File: config.mk
export PLATFORM = sky130hd
export DESIGN_NAME = modbus_rtu_slave_responder
export DESIGN_NICKNAME = d
export VERILOG_FILES = /design/src/hw/rtl/mrtu_pkg.sv /design/src/hw/rtl/modbus_rtu_slave_responder.sv /design/src/hw/rtl/mrtu_ctrl.sv /design/src/hw/rtl/mrtu_datapath.sv
export SDC_FILE = /design/constraint.sdc
export NUM_CORES = 1
export LEC_CHECK = 0
export CAP_MARGIN = 40
export CORE_MARGIN = 10
export CORE_UTILIZATION = 40
export CTS_CLUSTER_DIAMETER = 120
export DETAILED_ROUTE_END_ITERATION = 8
export DONT_BUFFER_PORTS = 1
export PLACE_DENSITY_LB_ADDON = 0.12
export SYNTH_ARGS = -nofsm -noshare
export SYNTH_HDL_FRONTEND = slang
export SYNTH_SLANG_ARGS = --single-unit
File: constraint.sdc
create_clock -name clk -period 6 [get_ports clk]
set_input_delay 1.2 -clock clk [delete_from_list [all_inputs] [get_ports clk]]
set_output_delay 1.2 -clock clk [all_outputs]
set_load 0.01 [all_outputs]
File: src/hw/rtl/mrtu_pkg.sv
`timescale 1ns / 1ps

package mrtu_pkg;

  typedef struct packed {
    logic [7:0] rx_byte;
    logic       frame_end;
    logic       button_pressed;
  } rx_word_t;

  typedef struct packed {
    logic [7:0] tx_byte;
    logic       tx_last;
    logic       led_on;
  } tx_word_t;

  localparam logic [15:0] CRC_INIT      = 16'hFFFF;
  localparam logic [15:0] CRC_POLY      = 16'hA001;
  localparam logic [7:0]  FC_WRITE_COIL = 8'h05;
  localparam logic [7:0]  FC_READ_INPUT = 8'h02;
  localparam logic [7:0]  COIL_ON       = 8'hFF;
  localparam logic [7:0]  COIL_OFF      = 8'h00;
  localparam logic [7:0]  READ_BYTE_CNT = 8'h01;
  localparam int          MIN_FRAME     = 8;
  localparam int          HDR_BYTES     = 8;

  // positions within the frame and the reply
  localparam logic [2:0] POS_ADDR       = 3'd0;
  localparam logic [2:0] POS_FUNC       = 3'd1;
  localparam logic [2:0] POS_BYTE_CNT   = 3'd2;
  localparam logic [2:0] POS_COIL       = 3'd4;
  localparam logic [2:0] POS_BUTTON     = 3'd3;
  localparam logic [2:0] POS_CRC_LO     = 3'd4;
  localparam logic [2:0] POS_CRC_HI     = 3'd5;
  localparam logic [2:0] ECHO_LAST      = 3'd7;
  localparam logic [2:0] REPLY_LAST     = 3'd5;
  localparam logic [2:0] REPLY_CRC_LAST = 3'd3;

  typedef struct packed {
    logic accept;    // take the input word
    logic shift;     // one crc bit step
    logic check;     // evaluate frame and rearm receiver
    logic rxor;      // fold reply byte into crc
    logic idx_inc;
    logic idx_clr;
    logic out_load;  // put one reply word in the output register
    logic crc_init;
  } mrtu_cmd_t;

  typedef struct packed {
    logic room;       // buffer not yet full
    logic end_held;   // latched frame end mark
    logic bit_last;
    logic frame_ok;
    logic is_coil;
    logic is_read;
    logic crc_last;   // last reply byte before the crc
    logic emit_last;
    logic out_free;
  } mrtu_sts_t;

endpackage

File: src/hw/rtl/modbus_rtu_slave_responder.sv
`timescale 1ns / 1ps

// Modbus RTU slave responder. Frame bytes come in one word at a time, the last one flagged
// by frame_end. Each byte that fits the buffer is accepted and then run through 8 steps of
// the bit-serial CRC-16 unit; a byte past a full buffer is only accepted. At frame end the
// check state tests length, address and CRC. A write-coil frame then echoes its first 8 bytes, one word per
// cycle while the output is not stalled; a read-input frame first runs the 4 reply bytes
// through the same CRC unit and then sends 6 words. Frames that fail a check
// or carry another function code give no words. The next input word is taken once the
// last reply word sits in the output register. slave_address resets to 1.
module modbus_rtu_slave_responder
  import mrtu_pkg::*;
#(
  parameter int FRAME_BUFFER_BYTES = 16
) (
  input  logic       clk,
  input  logic       rst,
  input  logic       cfg_wr_en,
  input  logic [7:0] cfg_wr_data,
  input  logic       in_valid,
  output logic       in_stall,
  input  rx_word_t   in_word,
  output logic       out_valid,
  input  logic       out_stall,
  output tx_word_t   out_word
);

  mrtu_cmd_t cmd;
  mrtu_sts_t sts;
  logic      idle;

  assign in_stall = !idle;

  mrtu_ctrl u_ctrl (
    .clk     (clk),
    .rst     (rst),
    .in_take (in_valid && !in_stall),
    .in_end  (in_word.frame_end),
    .sts     (sts),
    .idle    (idle),
    .cmd     (cmd)
  );

  mrtu_datapath #(
    .FRAME_BUFFER_BYTES (FRAME_BUFFER_BYTES)
  ) u_datapath (
    .clk         (clk),
    .rst         (rst),
    .cfg_wr_en   (cfg_wr_en),
    .cfg_wr_data (cfg_wr_data),
    .in_word     (in_word),
    .out_stall   (out_stall),
    .cmd         (cmd),
    .sts         (sts),
    .out_valid   (out_valid),
    .out_word    (out_word)
  );

endmodule

File: src/hw/rtl/mrtu_ctrl.sv
`timescale 1ns / 1ps

module mrtu_ctrl
  import mrtu_pkg::*;
(
  input  logic       clk,
  input  logic       rst,
  input  logic       in_take,
  input  logic       in_end,
  input  mrtu_sts_t  sts,
  output logic       idle,
  output mrtu_cmd_t  cmd
);

  typedef enum logic [5:0] {
    S_IDLE  = 6'b000001,
    S_FOLD  = 6'b000010,
    S_CHECK = 6'b000100,
    S_RXOR  = 6'b001000,
    S_RFOLD = 6'b010000,
    S_EMIT  = 6'b100000
  } state_t;

  state_t state, state_next;

  always_ff @(posedge clk) begin
    if (rst) begin
      state <= S_IDLE;
    end else begin
      state <= state_next;
    end
  end

  assign idle = (state == S_IDLE);

  always_comb begin
    state_next = state;
    cmd = '0;
    unique case (state)
      S_IDLE: begin
        if (in_take) begin
          cmd.accept = 1'b1;
          if (sts.room) begin
            state_next = S_FOLD;
          end else if (in_end) begin
            state_next = S_CHECK;
          end
        end
      end
      S_FOLD: begin
        cmd.shift = 1'b1;
        if (sts.bit_last) begin
          state_next = sts.end_held ? S_CHECK : S_IDLE;
        end
      end
      S_CHECK: begin
        cmd.check = 1'b1;
        if (sts.frame_ok && sts.is_coil) begin
          state_next = S_EMIT;
        end else if (sts.frame_ok && sts.is_read) begin
          state_next = S_RXOR;
        end else begin
          state_next = S_IDLE;
        end
      end
      S_RXOR: begin
        cmd.rxor = 1'b1;
        state_next = S_RFOLD;
      end
      S_RFOLD: begin
        cmd.shift = 1'b1;
        if (sts.bit_last) begin
          if (sts.crc_last) begin
            cmd.idx_clr = 1'b1;
            state_next = S_EMIT;
          end else begin
            cmd.idx_inc = 1'b1;
            state_next = S_RXOR;
          end
        end
      end
      S_EMIT: begin
        if (sts.out_free) begin
          cmd.out_load = 1'b1;
          cmd.idx_inc = 1'b1;
          if (sts.emit_last) begin
            cmd.crc_init = 1'b1;
            state_next = S_IDLE;
          end
        end
      end
      default: begin
        state_next = S_IDLE;
      end
    endcase
  end

endmodule

File: src/hw/rtl/mrtu_datapath.sv
`timescale 1ns / 1ps

module mrtu_datapath
  import mrtu_pkg::*;
#(
  parameter int FRAME_BUFFER_BYTES = 16
) (
  input  logic       clk,
  input  logic       rst,
  input  logic       cfg_wr_en,
  input  logic [7:0] cfg_wr_data,
  input  rx_word_t   in_word,
  input  logic       out_stall,
  input  mrtu_cmd_t  cmd,
  output mrtu_sts_t  sts,
  output logic       out_valid,
  output tx_word_t   out_word
);

  localparam int CW = $clog2(FRAME_BUFFER_BYTES + 1);

  logic [7:0]    slave_address;
  logic [7:0]    hdr [HDR_BYTES];
  logic [CW-1:0] byte_count;
  logic [15:0]   crc;
  logic [2:0]    bit_cnt;
  logic [2:0]    idx;
  logic          led_level;
  logic          end_held;
  logic          btn_held;
  logic          mode_reply;
  logic [7:0]    reply_byte;
  logic [7:0]    emit_byte;
  logic [15:0]   crc_shifted;
  logic          room;

  assign room = (byte_count < CW'(FRAME_BUFFER_BYTES));

  assign crc_shifted = crc[0] ? ((crc >> 1) ^ CRC_POLY) : (crc >> 1);

  always_comb begin
    case (idx)
      POS_ADDR:     reply_byte = slave_address;
      POS_FUNC:     reply_byte = FC_READ_INPUT;
      POS_BYTE_CNT: reply_byte = READ_BYTE_CNT;
      POS_BUTTON:   reply_byte = {7'd0, btn_held};
      POS_CRC_LO:   reply_byte = crc[7:0];
      POS_CRC_HI:   reply_byte = crc[15:8];
      default:      reply_byte = 8'h00;
    endcase
  end

  assign emit_byte = mode_reply ? reply_byte : hdr[idx];

  assign sts.room      = room;
  assign sts.end_held  = end_held;
  assign sts.bit_last  = (bit_cnt == 3'd7);
  assign sts.frame_ok  = (byte_count >= CW'(MIN_FRAME)) && (hdr[POS_ADDR] == slave_address)
                         && (crc == 16'h0000);
  assign sts.is_coil   = (hdr[POS_FUNC] == FC_WRITE_COIL);
  assign sts.is_read   = (hdr[POS_FUNC] == FC_READ_INPUT);
  assign sts.crc_last  = (idx == REPLY_CRC_LAST);
  assign sts.emit_last = mode_reply ? (idx == REPLY_LAST) : (idx == ECHO_LAST);
  assign sts.out_free  = !out_valid || !out_stall;

  // control state
  always_ff @(posedge clk) begin
    if (rst) begin
      slave_address <= 8'h01;
      byte_count    <= '0;
      crc           <= CRC_INIT;
      led_level     <= 1'b0;
      out_valid     <= 1'b0;
    end else begin
      if (cfg_wr_en) begin
        slave_address <= cfg_wr_data;
      end
      if (cmd.accept && room) begin
        byte_count <= byte_count + CW'(1);
        crc        <= crc ^ {8'h00, in_word.rx_byte};
      end else if (cmd.shift) begin
        crc <= crc_shifted;
      end else if (cmd.rxor) begin
        crc <= crc ^ {8'h00, reply_byte};
      end else if (cmd.check || cmd.crc_init) begin
        crc <= CRC_INIT;
      end
      if (cmd.check) begin
        byte_count <= '0;
        if (sts.frame_ok && sts.is_coil) begin
          if (hdr[POS_COIL] == COIL_ON) begin
            led_level <= 1'b1;
          end else if (hdr[POS_COIL] == COIL_OFF) begin
            led_level <= 1'b0;
          end
        end
      end
      if (cmd.out_load) begin
        out_valid <= 1'b1;
      end else if (!out_stall) begin
        out_valid <= 1'b0;
      end
    end
  end

  // payload and counters
  always_ff @(posedge clk) begin
    if (cmd.accept) begin
      end_held <= in_word.frame_end;
      btn_held <= in_word.button_pressed;
      bit_cnt  <= 3'd0;
      if (byte_count < CW'(HDR_BYTES)) begin
        hdr[byte_count[2:0]] <= in_word.rx_byte;
      end
    end else if (cmd.shift) begin
      bit_cnt <= bit_cnt + 3'd1;
    end else if (cmd.rxor) begin
      bit_cnt <= 3'd0;
    end
    if (cmd.check) begin
      idx        <= 3'd0;
      mode_reply <= !sts.is_coil;
    end else if (cmd.idx_clr) begin
      idx <= 3'd0;
    end else if (cmd.idx_inc) begin
      idx <= idx + 3'd1;
    end
    if (cmd.out_load) begin
      out_word.tx_byte <= emit_byte;
      out_word.tx_last <= sts.emit_last;
      out_word.led_on  <= led_level;
    end
  end

endmodule

* After elaboration in Yosys (flattened, before gate mapping)
Memories as Yosys holds them, arrays and structs flattened. A register that Yosys moved wholly into a read port is not among the register bits.
Cells that the tools add are included.
W data, S select, Z words.
** Operators by class
- Add/sub/neg operators :: 3
- $lt $le $gt $ge :: 3
- Eq/ne operators :: 24
- Multiplexer cells :: 45
- Bitwise logic cells :: 3
- Reduce and logical (&&, ||, !) cells :: 23
** Operators by type and width (number)
- $mux W16 :: 5
- $mux W6 :: 9
- $pmux W8 S6 :: 1
- $pmux W6 S6 :: 1
- $xor A16 B8 Y16 :: 2
- $mux W1 :: 18
- $logic_not A16 Y1 :: 1
- $mux W3 :: 5
- $eq A3 B3 Y1 const B :: 4
- $eq A8 B2 Y1 const B :: 1
- $eq A8 B3 Y1 const B :: 1
- $eq A8 B8 Y1 :: 1
- $eq A8 B8 Y1 const B :: 1
- $logic_not A8 Y1 :: 1
- $mux W8 :: 1
- $ne A2 B2 Y1 const B :: 4
- $add A3 B1 Y3 const B :: 2
- $eq A3 B2 Y1 const B :: 2
- $eq A6 B1 Y1 const B :: 1
- $eq A6 B2 Y1 const B :: 1
- $eq A6 B3 Y1 const B :: 1
- $eq A6 B4 Y1 const B :: 1
- $eq A6 B5 Y1 const B :: 1
- $eq A6 B6 Y1 const B :: 1
- other kinds (20) :: 35
** Word-level totals
- Register bits :: 56
- Bits in writable memories :: 64
- Input port bits :: 23
- Output and inout port bits :: 12
- Logic and storage cells :: 116
- Memories kept :: 1
** Memories
- u_datapath.hdr :: depth 8, width 8, rd ports 4, clocked after memory_dff 1, write ports 1, RTL line mrtu_datapath.sv:23 : logic [7:0] hdr [HDR_BYTES];

* Depth between registers and ports, before layout
Gate-level depths: netlist of run 1.
- Depth in word-level cells :: 10
- Gate-level depth with buffers :: 8
- Depth with buffers taken out :: 7

* Modules after synthesis
A second synthesis of run 1 with hierarchy kept.
** Second synthesis, totals
- Cell total of the unflattened synthesis :: 534
- Area, all modules :: 6083.3 um^2
** By module, submodules not included
- mrtu_datapath :: times used 1, cells an instance 467, area each 5547.8 um^2, seq. area each 3113.0 um^2
- mrtu_ctrl :: times used 1, cells an instance 65, area each 525.5 um^2, seq. area each 120.1 um^2
- modbus_rtu_slave_responder :: times used 1, cells an instance 2, area each 10.0 um^2, seq. area each 0.0 um^2

* Worst setup path before layout of run 1
OpenSTA, ideal clock, no wires.
- Path kind :: input port to flip-flop
- From :: in in_valid
- To :: mem u_datapath.hdr[4][0], enable pin
- Setup time :: 383 ps
- Arrival time :: 2262 ps
- Data required time :: 5617 ps
- Slack :: 3355 ps
- Stages :: 3
- Buffers on the path :: 0
- Cells stage by stage :: nor2b_1 -> nand4b_1 -> nor3_1
** On the way
- Cells in the longest elaborated chain, start to end :: 5
** RTL lines
- from (decl) :: RTL line modbus_rtu_slave_responder.sv:20 : input logic in_valid,
- $logic_and A1 B1 Y1 :: RTL line modbus_rtu_slave_responder.sv:37 : .in_take (in_valid && !in_stall),
- $mux W1 :: RTL line mrtu_ctrl.sv:41 : if (in_take) begin
- $mux W1 :: RTL line mrtu_ctrl.sv:39 : unique case (state)
- $mux W1 :: RTL line mrtu_datapath.sv:108 : if (cmd.accept) begin
- $mux W1 (implied by the code) :: RTL line mrtu_datapath.sv:113 : hdr[byte_count[2:0]] <= in_word.rx_byte;
- to (decl) :: RTL line mrtu_datapath.sv:23
No other way between the ends.

* Worst setup path in the final report of run 1
- From :: reg u_ctrl.state[1]
- To :: out in_stall
** On the way
- Cells in the longest elaborated chain, start to end :: 2
** RTL lines
- from (decl) :: RTL line mrtu_ctrl.sv:24 : state_t state, state_next;
- from (signal assigned) :: RTL line mrtu_ctrl.sv:30 : state <= state_next;
- $eq A6 B1 Y1 :: RTL line mrtu_ctrl.sv:34 : assign idle = (state == S_IDLE);
- $logic_not A1 Y1 :: RTL line modbus_rtu_slave_responder.sv:32 : assign in_stall = !idle;
- to (decl) :: RTL line modbus_rtu_slave_responder.sv:21 : output logic in_stall,
No other way between the ends.

==> results of run 1 <==
final timing paths:
check	from	to	slack (ps)	depth (start not counted)
setup / recovery	u_ctrl.state[1]	in_stall	2760	3
hold / removal	u_datapath.led_level	u_datapath.out_word[0]	500	0
setup reg to reg	u_ctrl.state[1]	u_datapath.hdr[6][1]	3290	4
hold reg to reg	u_datapath.led_level	u_datapath.out_word[0]	500	0
stage by stage:
step	cells	util (%)	hold WS, ps	setup WS, ps	total power [mW]
after floorplan	493	-	408.5	3355	1.079
after global placement	649	42.21	479.3	3016	1.108
after detailed placement	652	42.39	482.3	3138	1.113
after CTS	684	46.33	494.2	2771	2.073
after global routing	684	46.33	525.0	2637	2.132
final	684	46.33	500.5	2759	2.059
placed cells by master, fill, tap and decap left out, types with 3 or more instances in the layout:
cell type / netlist / layout
a31oi_1: 8 / 8
nor2_1: 50 / 50
dfxtp_1: 46 / 46
clkbuf_16: 0 / 17
a22oi_1: 8 / 8
xnor2_1: 12 / 12
nand2_1: 18 / 18
clkinv_4: 0 / 5
and3_1: 3 / 3
mux4_2: 16 / 16
nor2b_1: 11 / 11
a21oi_1: 31 / 31
o21a_1: 3 / 3
xor2_1: 3 / 3
nand4b_1: 4 / 4
nor4_1: 6 / 6
o21ai_0: 10 / 10
a2bb2oi_1: 5 / 5
ha_1: 11 / 11
a22o_1: 6 / 6
or2_2: 9 / 9
inv_1: 19 / 19
nor4b_1: 3 / 3
clkinv_2: 0 / 3
edfxtp_1: 77 / 77
mux2i_1: 18 / 18
o221ai_1: 3 / 3
nand4_1: 6 / 6
nor3_1: 21 / 21
a21boi_0: 4 / 4
a211oi_1: 8 / 8
nand3_1: 10 / 10
per-layer routing:
layer / part of all wire, % / GRT usage [%] / vias up
li1: - / - / 1875
met1: 47 / 19.06 / 1952
met2: 46 / 22.88 / 108
met3: 4.8 / 4.733 / 25
met4: 2.2 / 6.685 / 0
met5: 0 / 0 / -
state kept, by name, indices dropped and copies added, names as in the netlist, named ones only:
register                  count
u_ctrl.state                  6
u_datapath.led_level          1
u_datapath.slave_address      8
u_datapath.bit_cnt            3
u_datapath.mode_reply         1
u_datapath.btn_held           1
u_datapath.byte_count         5
u_datapath.end_held           1
u_datapath.out_word          10
u_datapath.hdr               64
u_datapath.idx                3
u_datapath.out_valid          1
u_datapath.crc               16
power by group through the flow:
stage / clock network, mW / registers [mW] / logic (mW)
floorplan: 0 / 0.959 / 0.120
global placement: 0 / 0.976 / 0.133
detailed placement: 0 / 0.975 / 0.139
CTS: 0.977 / 0.957 / 0.139
global route: 1.02 / 0.961 / 0.154
finish: 0.963 / 0.957 / 0.139
synth_stat cells (all sizes together), types with 4 or more instances:
cell type and instances:
a211oi 8, a21boi 4, a21oi 31, a22o 6, a22oi 8, a2bb2oi 5
a31oi 8, and2 4, buf 7, clkbuf 18, dfxtp 46, edfxtp 77
ha 11, inv 19, mux2i 18, mux4 16, nand2 18, nand3 10
nand4 6, nand4b 4, nor2 51, nor2b 11, nor3 21, nor4 7
o21ai 12, or2 9, xnor2 12
worst max-delay path: cells and delay by family, from the launching register on:
kind | cells | cell delay, ps
DFF | 1 | 400
buffers and inverters | 1 | 190
and+or+nand+nor | 2 | 1030
layout make-up:
| cell class | instances | area [sq um] | area share (%) |
|---|---|---|---|
| clock buffers | 19 | 432.9 | 6.654 |
| clock inverters | 13 | 121.4 | 1.865 |
| inverters | 19 | 71.32 | 1.096 |
| multi-input cells | 326 | 2390 | 36.73 |
| flip-flops and latches | 123 | 3233 | 49.69 |
| well taps | 180 | 225.2 | 3.462 |
| repair buffers | 4 | 32.53 | 0.5000 |
cell families after synthesis:
logic type / Yosys count / synth area share, %
AOI/OAI and AO/OA: 105 / 12.30
xor gates and xnor gates: 15 / 2.263
and+or+nand+nor: 160 / 14.72
DFF: 123 / 55.68
buffers and inverters: 44 / 3.167
adders and majority gates: 11 / 2.370
muxes: 35 / 9.502
==> flow_summary.ini, run 1 <==
[global_routing]
grt_pass1_wl_microns = 22840
grt_start_max_net_pins = 34
globalRouteOverflowTotal = 0
grt_antenna_before_repair = 0
grt_usage_pct = 15.02
grt_pass1_vias = 3935

[power]
power_density_nw_per_um2 = 316.5
p_leak_nw = 2.294
power.sequential.fraction_pct = 46.5
combinationalPowerShare_pct = 6.7
internal_power_mw = 1.560
ir_drop_mv = 0.2357
p_sw_share_pct = 24.25
p_sw_mw = 0.4994
power_frac_clock_pct = 46.8

[synth]
synth_cell_types = 66
synth_top_area_cell = edfxtp_1
ys_top_cells_by_area = edfxtp_1, dfxtp_1, mux4_2
synth.avg_cell_area_sq_um = 11.78
netlist.area_leader.share_pct = 39.82
synth_sequential_area_ratio_pct = 55.68
synth-seq-cells = 123
postSynth.topFlopCell = edfxtp_1
synthesis.nets = 527
synth-edff-count = 77
synth_cells = 493
async_flop_share_pct = 0
yosysWarningCount = 0
mappedNetlistArea_sq_um = 5807

[job]
timing.max_cap.violations = 0

[critical_path]
worstSetupEndpointType = output port
critical_path.max_stage_delay_ps = 600
worstSetupPathType = register to output port
crit_path_cell_trace = nor4_2 > and2_0 > inv_1
worst-endpoint-required_ps = 4800
crit_fanout = 9
critical_path_start_type = register
timing.critical_path.arrival_ps = 2040
timing.critical_path.slowest_stage_cell = nor4_2

[timing]
fin_skew_ps = 9.385
setup_total_negative_slack_ps = 0
hold_viol_final = 0
rsz_0062_raised_after_global_routing = no
worst_pin_slew_ps = 809.8
clock.fmax_ghz = 0.3085
period_minus_slack_ps = 3241
timing.final.setup_violations = 0
slew_violations = 0
final.period_utilization_pct = 54.02
slew-limit-headroom_pct = 45.94

[clock_network]
post-cts-setup-buffers = 0
tritoncts = built
cts_hold_buffers = 0
clk_pin_slew_ps = 60
postCtsResizedCells = 0
cts_buffer_depth = 2
level_count_of_the_clock_h_tree = 4
ctsRootBufferMaster = clkbuf_16
tritoncts.num_buffers = 17
clk-insertion-delay-late_ps = 430
cts_num_sinks = 123

[placed_design]
port-buffer-count = 0
place.detailed.hpwl_microns = 10770
place.gp.congestion = 0.8674
placed_cell_area_sq_um = 5952

[finish]
nFillCells = 1226
antennaDiodeCount = 0
final_design_area_no_fill_sq_um = 6506
post_route_cells_drive_above_1_share_pct = 13.29
flow.area_growth_from_synthesis_pct = 12.04
number_of_nets_in_the_final_layout = 525

[route]
residual_drc = 0
routed_via_count_divided_by_cell_count = 5.789
drt_iter0_drc = 345
routed_wl_microns = 14550
routed-via-count = 3960
wl_cell_microns = 21.27
detail_route.first_pass.iterations = 5
drtAntennaViolNets = 0

[worst_hold_path]
timing.hold.worst.class = register to register

[floorplan]
fp-row-count = 43
die_area_sq_um = 19740
die_x_microns = 140.5
design.core.area_sq_um = 14040
design.portCount = 35
initial_standard_cell_utilization_of_the_core_pct = 41.35
die_h_microns = 140.5

[status]
run_status = finished clean
No activity file was read; power rests on OpenSTA's default activity.
==> inputs of run 2 (changes only) <==
Clock period 6 ns to 3 ns, I/O delays scaled along.
==> flow_summary.ini, run 2 (same netlist as run 1, synthesis figures left out) <==
[timing]
final.period_utilization_pct = 80.26
slew-limit-headroom_pct = 46.75
hold_viol_final = 0
period_minus_slack_ps = 2408
fin_skew_ps = 8.926
clock.fmax_ghz = 0.4153
worst_pin_slew_ps = 797.7
setup_total_negative_slack_ps = 0
slew_violations = 0
rsz_0062_raised_after_global_routing = no
hold-worst-slack_ps = 259.4
timing.final.setup_violations = 0

[worst_hold_path]
timing.hold.worst.class = input pin to register
hold_depth = 1

[finish]
number_of_nets_in_the_final_layout = 535
layoutNonFillerInstCount = 693
final_common_cell = edfxtp_1
post_route_cells_drive_above_1_share_pct = 14.62
antennaDiodeCount = 0
nFillCells = 1249
final_cell_mix = edfxtp_1, nor2_1, dfxtp_1, a21oi_1, nor3_1
max_reg_flops = 64
postLayoutCoreUtil_pct = 47.72
flow.area_growth_from_synthesis_pct = 15.41

[clock_network]
cts_num_sinks = 123
postCtsResizedCells = 0
cts_hold_buffers = 0
cts_buffer_depth = 2
level_count_of_the_clock_h_tree = 4
tritoncts.num_buffers = 17
clk_pin_slew_ps = 50
post-cts-setup-buffers = 0
ctsRootBufferMaster = clkbuf_16
tritoncts = built
clk-insertion-delay-late_ps = 420

[route]
routed_wl_microns = 14790
detail_route.first_pass.iterations = 7
drt_iter0_drc = 267
drtAntennaViolNets = 0
wl_cell_microns = 21.34
routed_via_count_divided_by_cell_count = 5.756
routed-via-count = 3989
residual_drc = 0

[global_routing]
grt_start_max_net_pins = 34
met3_usage_pct = 4.462
grt_usage_pct = 15.19
grt-busiest-layer = met2
grt_pass1_wl_microns = 23360
globalRouteOverflowTotal = 0
gr-usage-met1_pct = 19.38
grt_pass1_vias = 4095
grt_antenna_before_repair = 0
grtUsageMet2_pct = 24.36

[critical_path]
worst-endpoint-required_ps = 3280
worst-r2r-cell-count = 6
crit_path_cell_trace = inv_1 > ha_1 > nor4bb_1 > o2bb2ai_1 > nor2_1 > a211oi_1
worstSetupPathType = register to register
critical_path.max_stage_delay_ps = 620
timing.critical_path.arrival_ps = 2690
critical_path_start_type = register
worstSetupEndpointType = register
crit_fanout = 15
timing.critical_path.slowest_stage_cell = dfxtp_1

[power]
ir_drop_mv = 0.4464
power_density_nw_per_um2 = 680.4
p_leak_nw = 2.400
design_power_total_mw = 4.560

[floorplan]
die_x_microns = 140.5
fp-row-count = 43
design.portCount = 35
die_h_microns = 140.5
design.core.area_sq_um = 14040
die_area_sq_um = 19740
initial_standard_cell_utilization_of_the_core_pct = 41.35

[job]
timing.max_cap.violations = 0

[placed_design]
place.detailed.instances = 662
place.gp.congestion = 0.8890
port-buffer-count = 0
place.detailed.hpwl_microns = 10890

[status]
run_status = finished clean
run 2: changes by cell type in the layout (fill, tap and decap cells not counted), sizes merged:
cell,previous run,this run
clkbuf,19,18
clkinvlp,2,1
bufinv,1,7
inv,21,19
clkinv,8,5
buf,4,14
run 2: through the flow:
step	instance area, sq um	setup WS, ps
floorplan	5807	569.7
global placement	6025	668.4
detailed placement	6025	588.7
CTS	6701	584.5
global route	6701	392.7
finish	6701	592.2
run 2: worst max-delay path: cells and delay by family, from the launching register on:
| kind | cells | cell delay, ps |
|---|---|---|
| flops | 1 | 620 |
| buf+inv | 1 | 130 |
| simple gates | 2 | 600 |
| compound gates | 2 | 670 |
| fa+ha+maj | 1 | 250 |
run 2: layout make-up:
class                   instances  area [sq um]  area share [%]
inverters                      19         71.32           1.064
flip-flops and latches        123          3233           48.24
well taps                     180         225.2           3.361
multi-input cells             326          2390           35.66
repair buffers                 14         105.1           1.568
clock buffers                  18         429.2           6.404
clock inverters                13         247.7           3.697
run 2: metal layers:
metal	wire, microns	vias to the layer above
met3	755	15
met2	7135	107
met4	161	0
met1	6741	1976
met5	0	-
li1	-	1891
run 2: power breakdown:
part	switching [mW]	leakage (nW)	internal [mW]
Sequential	0.0603	1.08	1.85
Combinational	0.161	0.997	0.132
Clock	0.724	0.325	1.63
Total	0.946	2.40	3.61
run 2: worst paths after layout:
path                          from  slack [ps]                    end
min                            rst         260   u_datapath.out_valid
min reg2reg  u_datapath.bit_cnt[2]         510  u_datapath.bit_cnt[2]
max              u_datapath.idx[2]         590               register
max reg2reg      u_datapath.idx[2]         590               register
==> inputs of run 3 (changes only) <==
Settings changed: ABC_AREA from default to 1.
Clock period 3 ns to 2.1 ns, I/O delays scaled along.
==> flow_summary.ini, run 3 <==
[synth]
postSynth.topFlopCell = edfxtp_1
async_flop_share_pct = 0
synth_top_area_cell = edfxtp_1
mappedNetlistArea_sq_um = 6031
synth-edff-count = 77
synth_cell_types = 36
synth-seq-cells = 123
synthesis.nets = 734
synth_commonest_cells = nand2_1, inv_1, nor2_1
synth.most_common_cell = nand2_1
netlist.area_leader.share_pct = 38.34
synth_cells = 700
ys_top_cells_by_area = edfxtp_1, dfxtp_1, nand2_1
synth_sequential_area_ratio_pct = 53.61
synth.avg_cell_area_sq_um = 8.615
yosysWarningCount = 0

[critical_path]
crit_path_cell_trace = nor2_4 > nand3_4 > nor2_4 > nand2_2 > inv_1 > nand2_1 > nor4_1 > buf_4
worst-endpoint-required_ps = 2230
worst_path_most_repeated_cell = nor2_4
worstSetupPathType = register to register
critical_path_start_type = register
crit_fanout = 8
timing.critical_path.arrival_ps = 2090
timing.critical_path.slowest_stage_cell = dfxtp_1
critical_path.max_stage_delay_ps = 360
worstSetupEndpointType = register

[route]
drtAntennaViolNets = 0
detail_route.first_pass.iterations = 5
wl_cell_microns = 17.99
drt_iter0_drc = 498
routed-via-count = 4816
residual_drc = 0
routed_via_count_divided_by_cell_count = 5.286
routed_wl_microns = 16390

[global_routing]
grt_antenna_before_repair = 0
grt_usage_pct = 16.61
grt_pass1_vias = 4592
grt_pass1_wl_microns = 25580
grt_start_max_net_pins = 33
globalRouteOverflowTotal = 0

[finish]
number_of_nets_in_the_final_layout = 748
final_common_cell = nand2_1
max_reg_flops = 64
flow.area_growth_from_synthesis_pct = 14.00
layoutNonFillerInstCount = 911
antennaDiodeCount = 0
final_cell_mix = nand2_1, inv_1, nor2_1, edfxtp_1, o21ai_0
final_design_area_no_fill_sq_um = 6875
postLayoutCoreUtil_pct = 46.95
post_route_cells_drive_above_1_share_pct = 10.87

[floorplan]
design.core.area_sq_um = 14640
fp-row-count = 44
die_area_sq_um = 20390
die_x_microns = 142.8
initial_standard_cell_utilization_of_the_core_pct = 41.18
die_h_microns = 142.8
design.portCount = 35

[clock_network]
tritoncts.num_buffers = 17
clk-insertion-delay-late_ps = 440
post-cts-setup-buffers = 0
cts_buffer_depth = 2
tritoncts = built
clk_pin_slew_ps = 60
ctsRootBufferMaster = clkbuf_16
level_count_of_the_clock_h_tree = 4
cts_num_sinks = 123

[timing]
fin_skew_ps = 23.09
hold_viol_final = 0
timing.final.setup_violations = 0
worst_pin_slew_ps = 496.6
setup_total_negative_slack_ps = 0
slew-limit-headroom_pct = 66.77
final.period_utilization_pct = 93.41
slew_violations = 0
clock.fmax_ghz = 0.5098
period_minus_slack_ps = 1962

[power]
power_density_nw_per_um2 = 894.4
ir_drop_mv = 0.6006
design_power_total_mw = 6.150
p_leak_nw = 2.893

[placed_design]
place.detailed.instances = 879
place.detailed.hpwl_microns = 11960
placed_cell_area_sq_um = 6289
port-buffer-count = 0
place.gp.congestion = 0.9213

[status]
run_status = finished clean

[worst_hold_path]
timing.hold.worst.class = input pin to register

[job]
timing.max_cap.violations = 0
## run 3: cell types whose count changed after synthesis, moves of 12 or more
cell / previous run / this run
nand2_1: 18 / 120
inv_1: 19 / 94
o21ai_0: 10 / 69
nor2_1: 50 / 87
nand3_1: 10 / 31
a21oi_1: 31 / 50
mux2i_1: 18 / 0
nor3_1: 21 / 4
mux4_2: 16 / 0
o211ai_1: 0 / 15
xnor2_1: 12 / 0
## run 3: path summary, 6_finish.rpt
check | slack [ps] | cells past startpoint | startpoint | end
hold reg to reg | 460 | 0 | u_datapath.led_level | u_datapath.out_word[0]
setup / recovery | 140 | 8 | u_ctrl.state[4] | u_datapath.hdr[6][5]
setup reg to reg | 140 | 8 | u_ctrl.state[4] | u_datapath.hdr[6][5]
hold / removal | 50 | 1 | rst | u_datapath.out_valid
## run 3: report_power, final
group,internal [mW],total (mW),switching [mW],leakage (nW)
logic,0.192,0.586,0.394,1.56
clock network,1.64,2.80,1.16,0.263
registers,2.66,2.76,0.0992,1.07
## run 3: critical path: cells and delay by family (launching register included)
kind	cells	cell delay, ps
AND/OR/NAND/NOR	6	980
buffers and inverters	2	330
flip-flops	1	360
## run 3: cells by family (layout without fill, tap and decap cells)
| kind of cell | after synthesis | in the layout | share of synthesized area [%] |
|---|---|---|---|
| buf+inv | 119 | 146 | 7.780 |
| compound gates | 159 | 159 | 14.42 |
| xor+xnor | 8 | 8 | 1.162 |
| fa+ha+maj | 11 | 11 | 2.282 |
| simple gates | 280 | 280 | 20.75 |
| flops | 123 | 123 | 53.61 |
## run 3: through the flow
step | hold WS, ps | setup WS, ps
2_1_floorplan | 408.6 | -260.4
3_3_place_gp | 436.8 | 117.4
3_5_place_dp | 438.1 | 81.73
4_1_cts | 42.66 | 77.29
5_1_grt | 45.93 | -37.44
6_report | 52.33 | 138.4
## run 3: repair_timing
action	4_1_cts	5_1_grt
hold endpoints to repair	0	0
gates resized for setup	0	3
setup endpoints to repair	0	9
hold buffers	0	0
## run 3: cell type report
cell class / count / area, sq um
fill: 1408 / 7769
tap: 184 / 230.2
inverter: 97 / 364.1
sequential: 123 / 3233
clock inverter: 15 / 142.6
multi-input combinational: 458 / 2352
clock buffer: 17 / 425.4
timing repair buffer: 17 / 127.6
## run 3: metal layers
layer | routed length (microns) | part of all wire [%] | GRT usage, %
met1 | 7780 | 47 | 21.94
met2 | 7389 | 45 | 25.37
met3 | 879 | 5.4 | 4.312
met4 | 337 | 2.1 | 6.786
met5 | 0 | 0 | 0
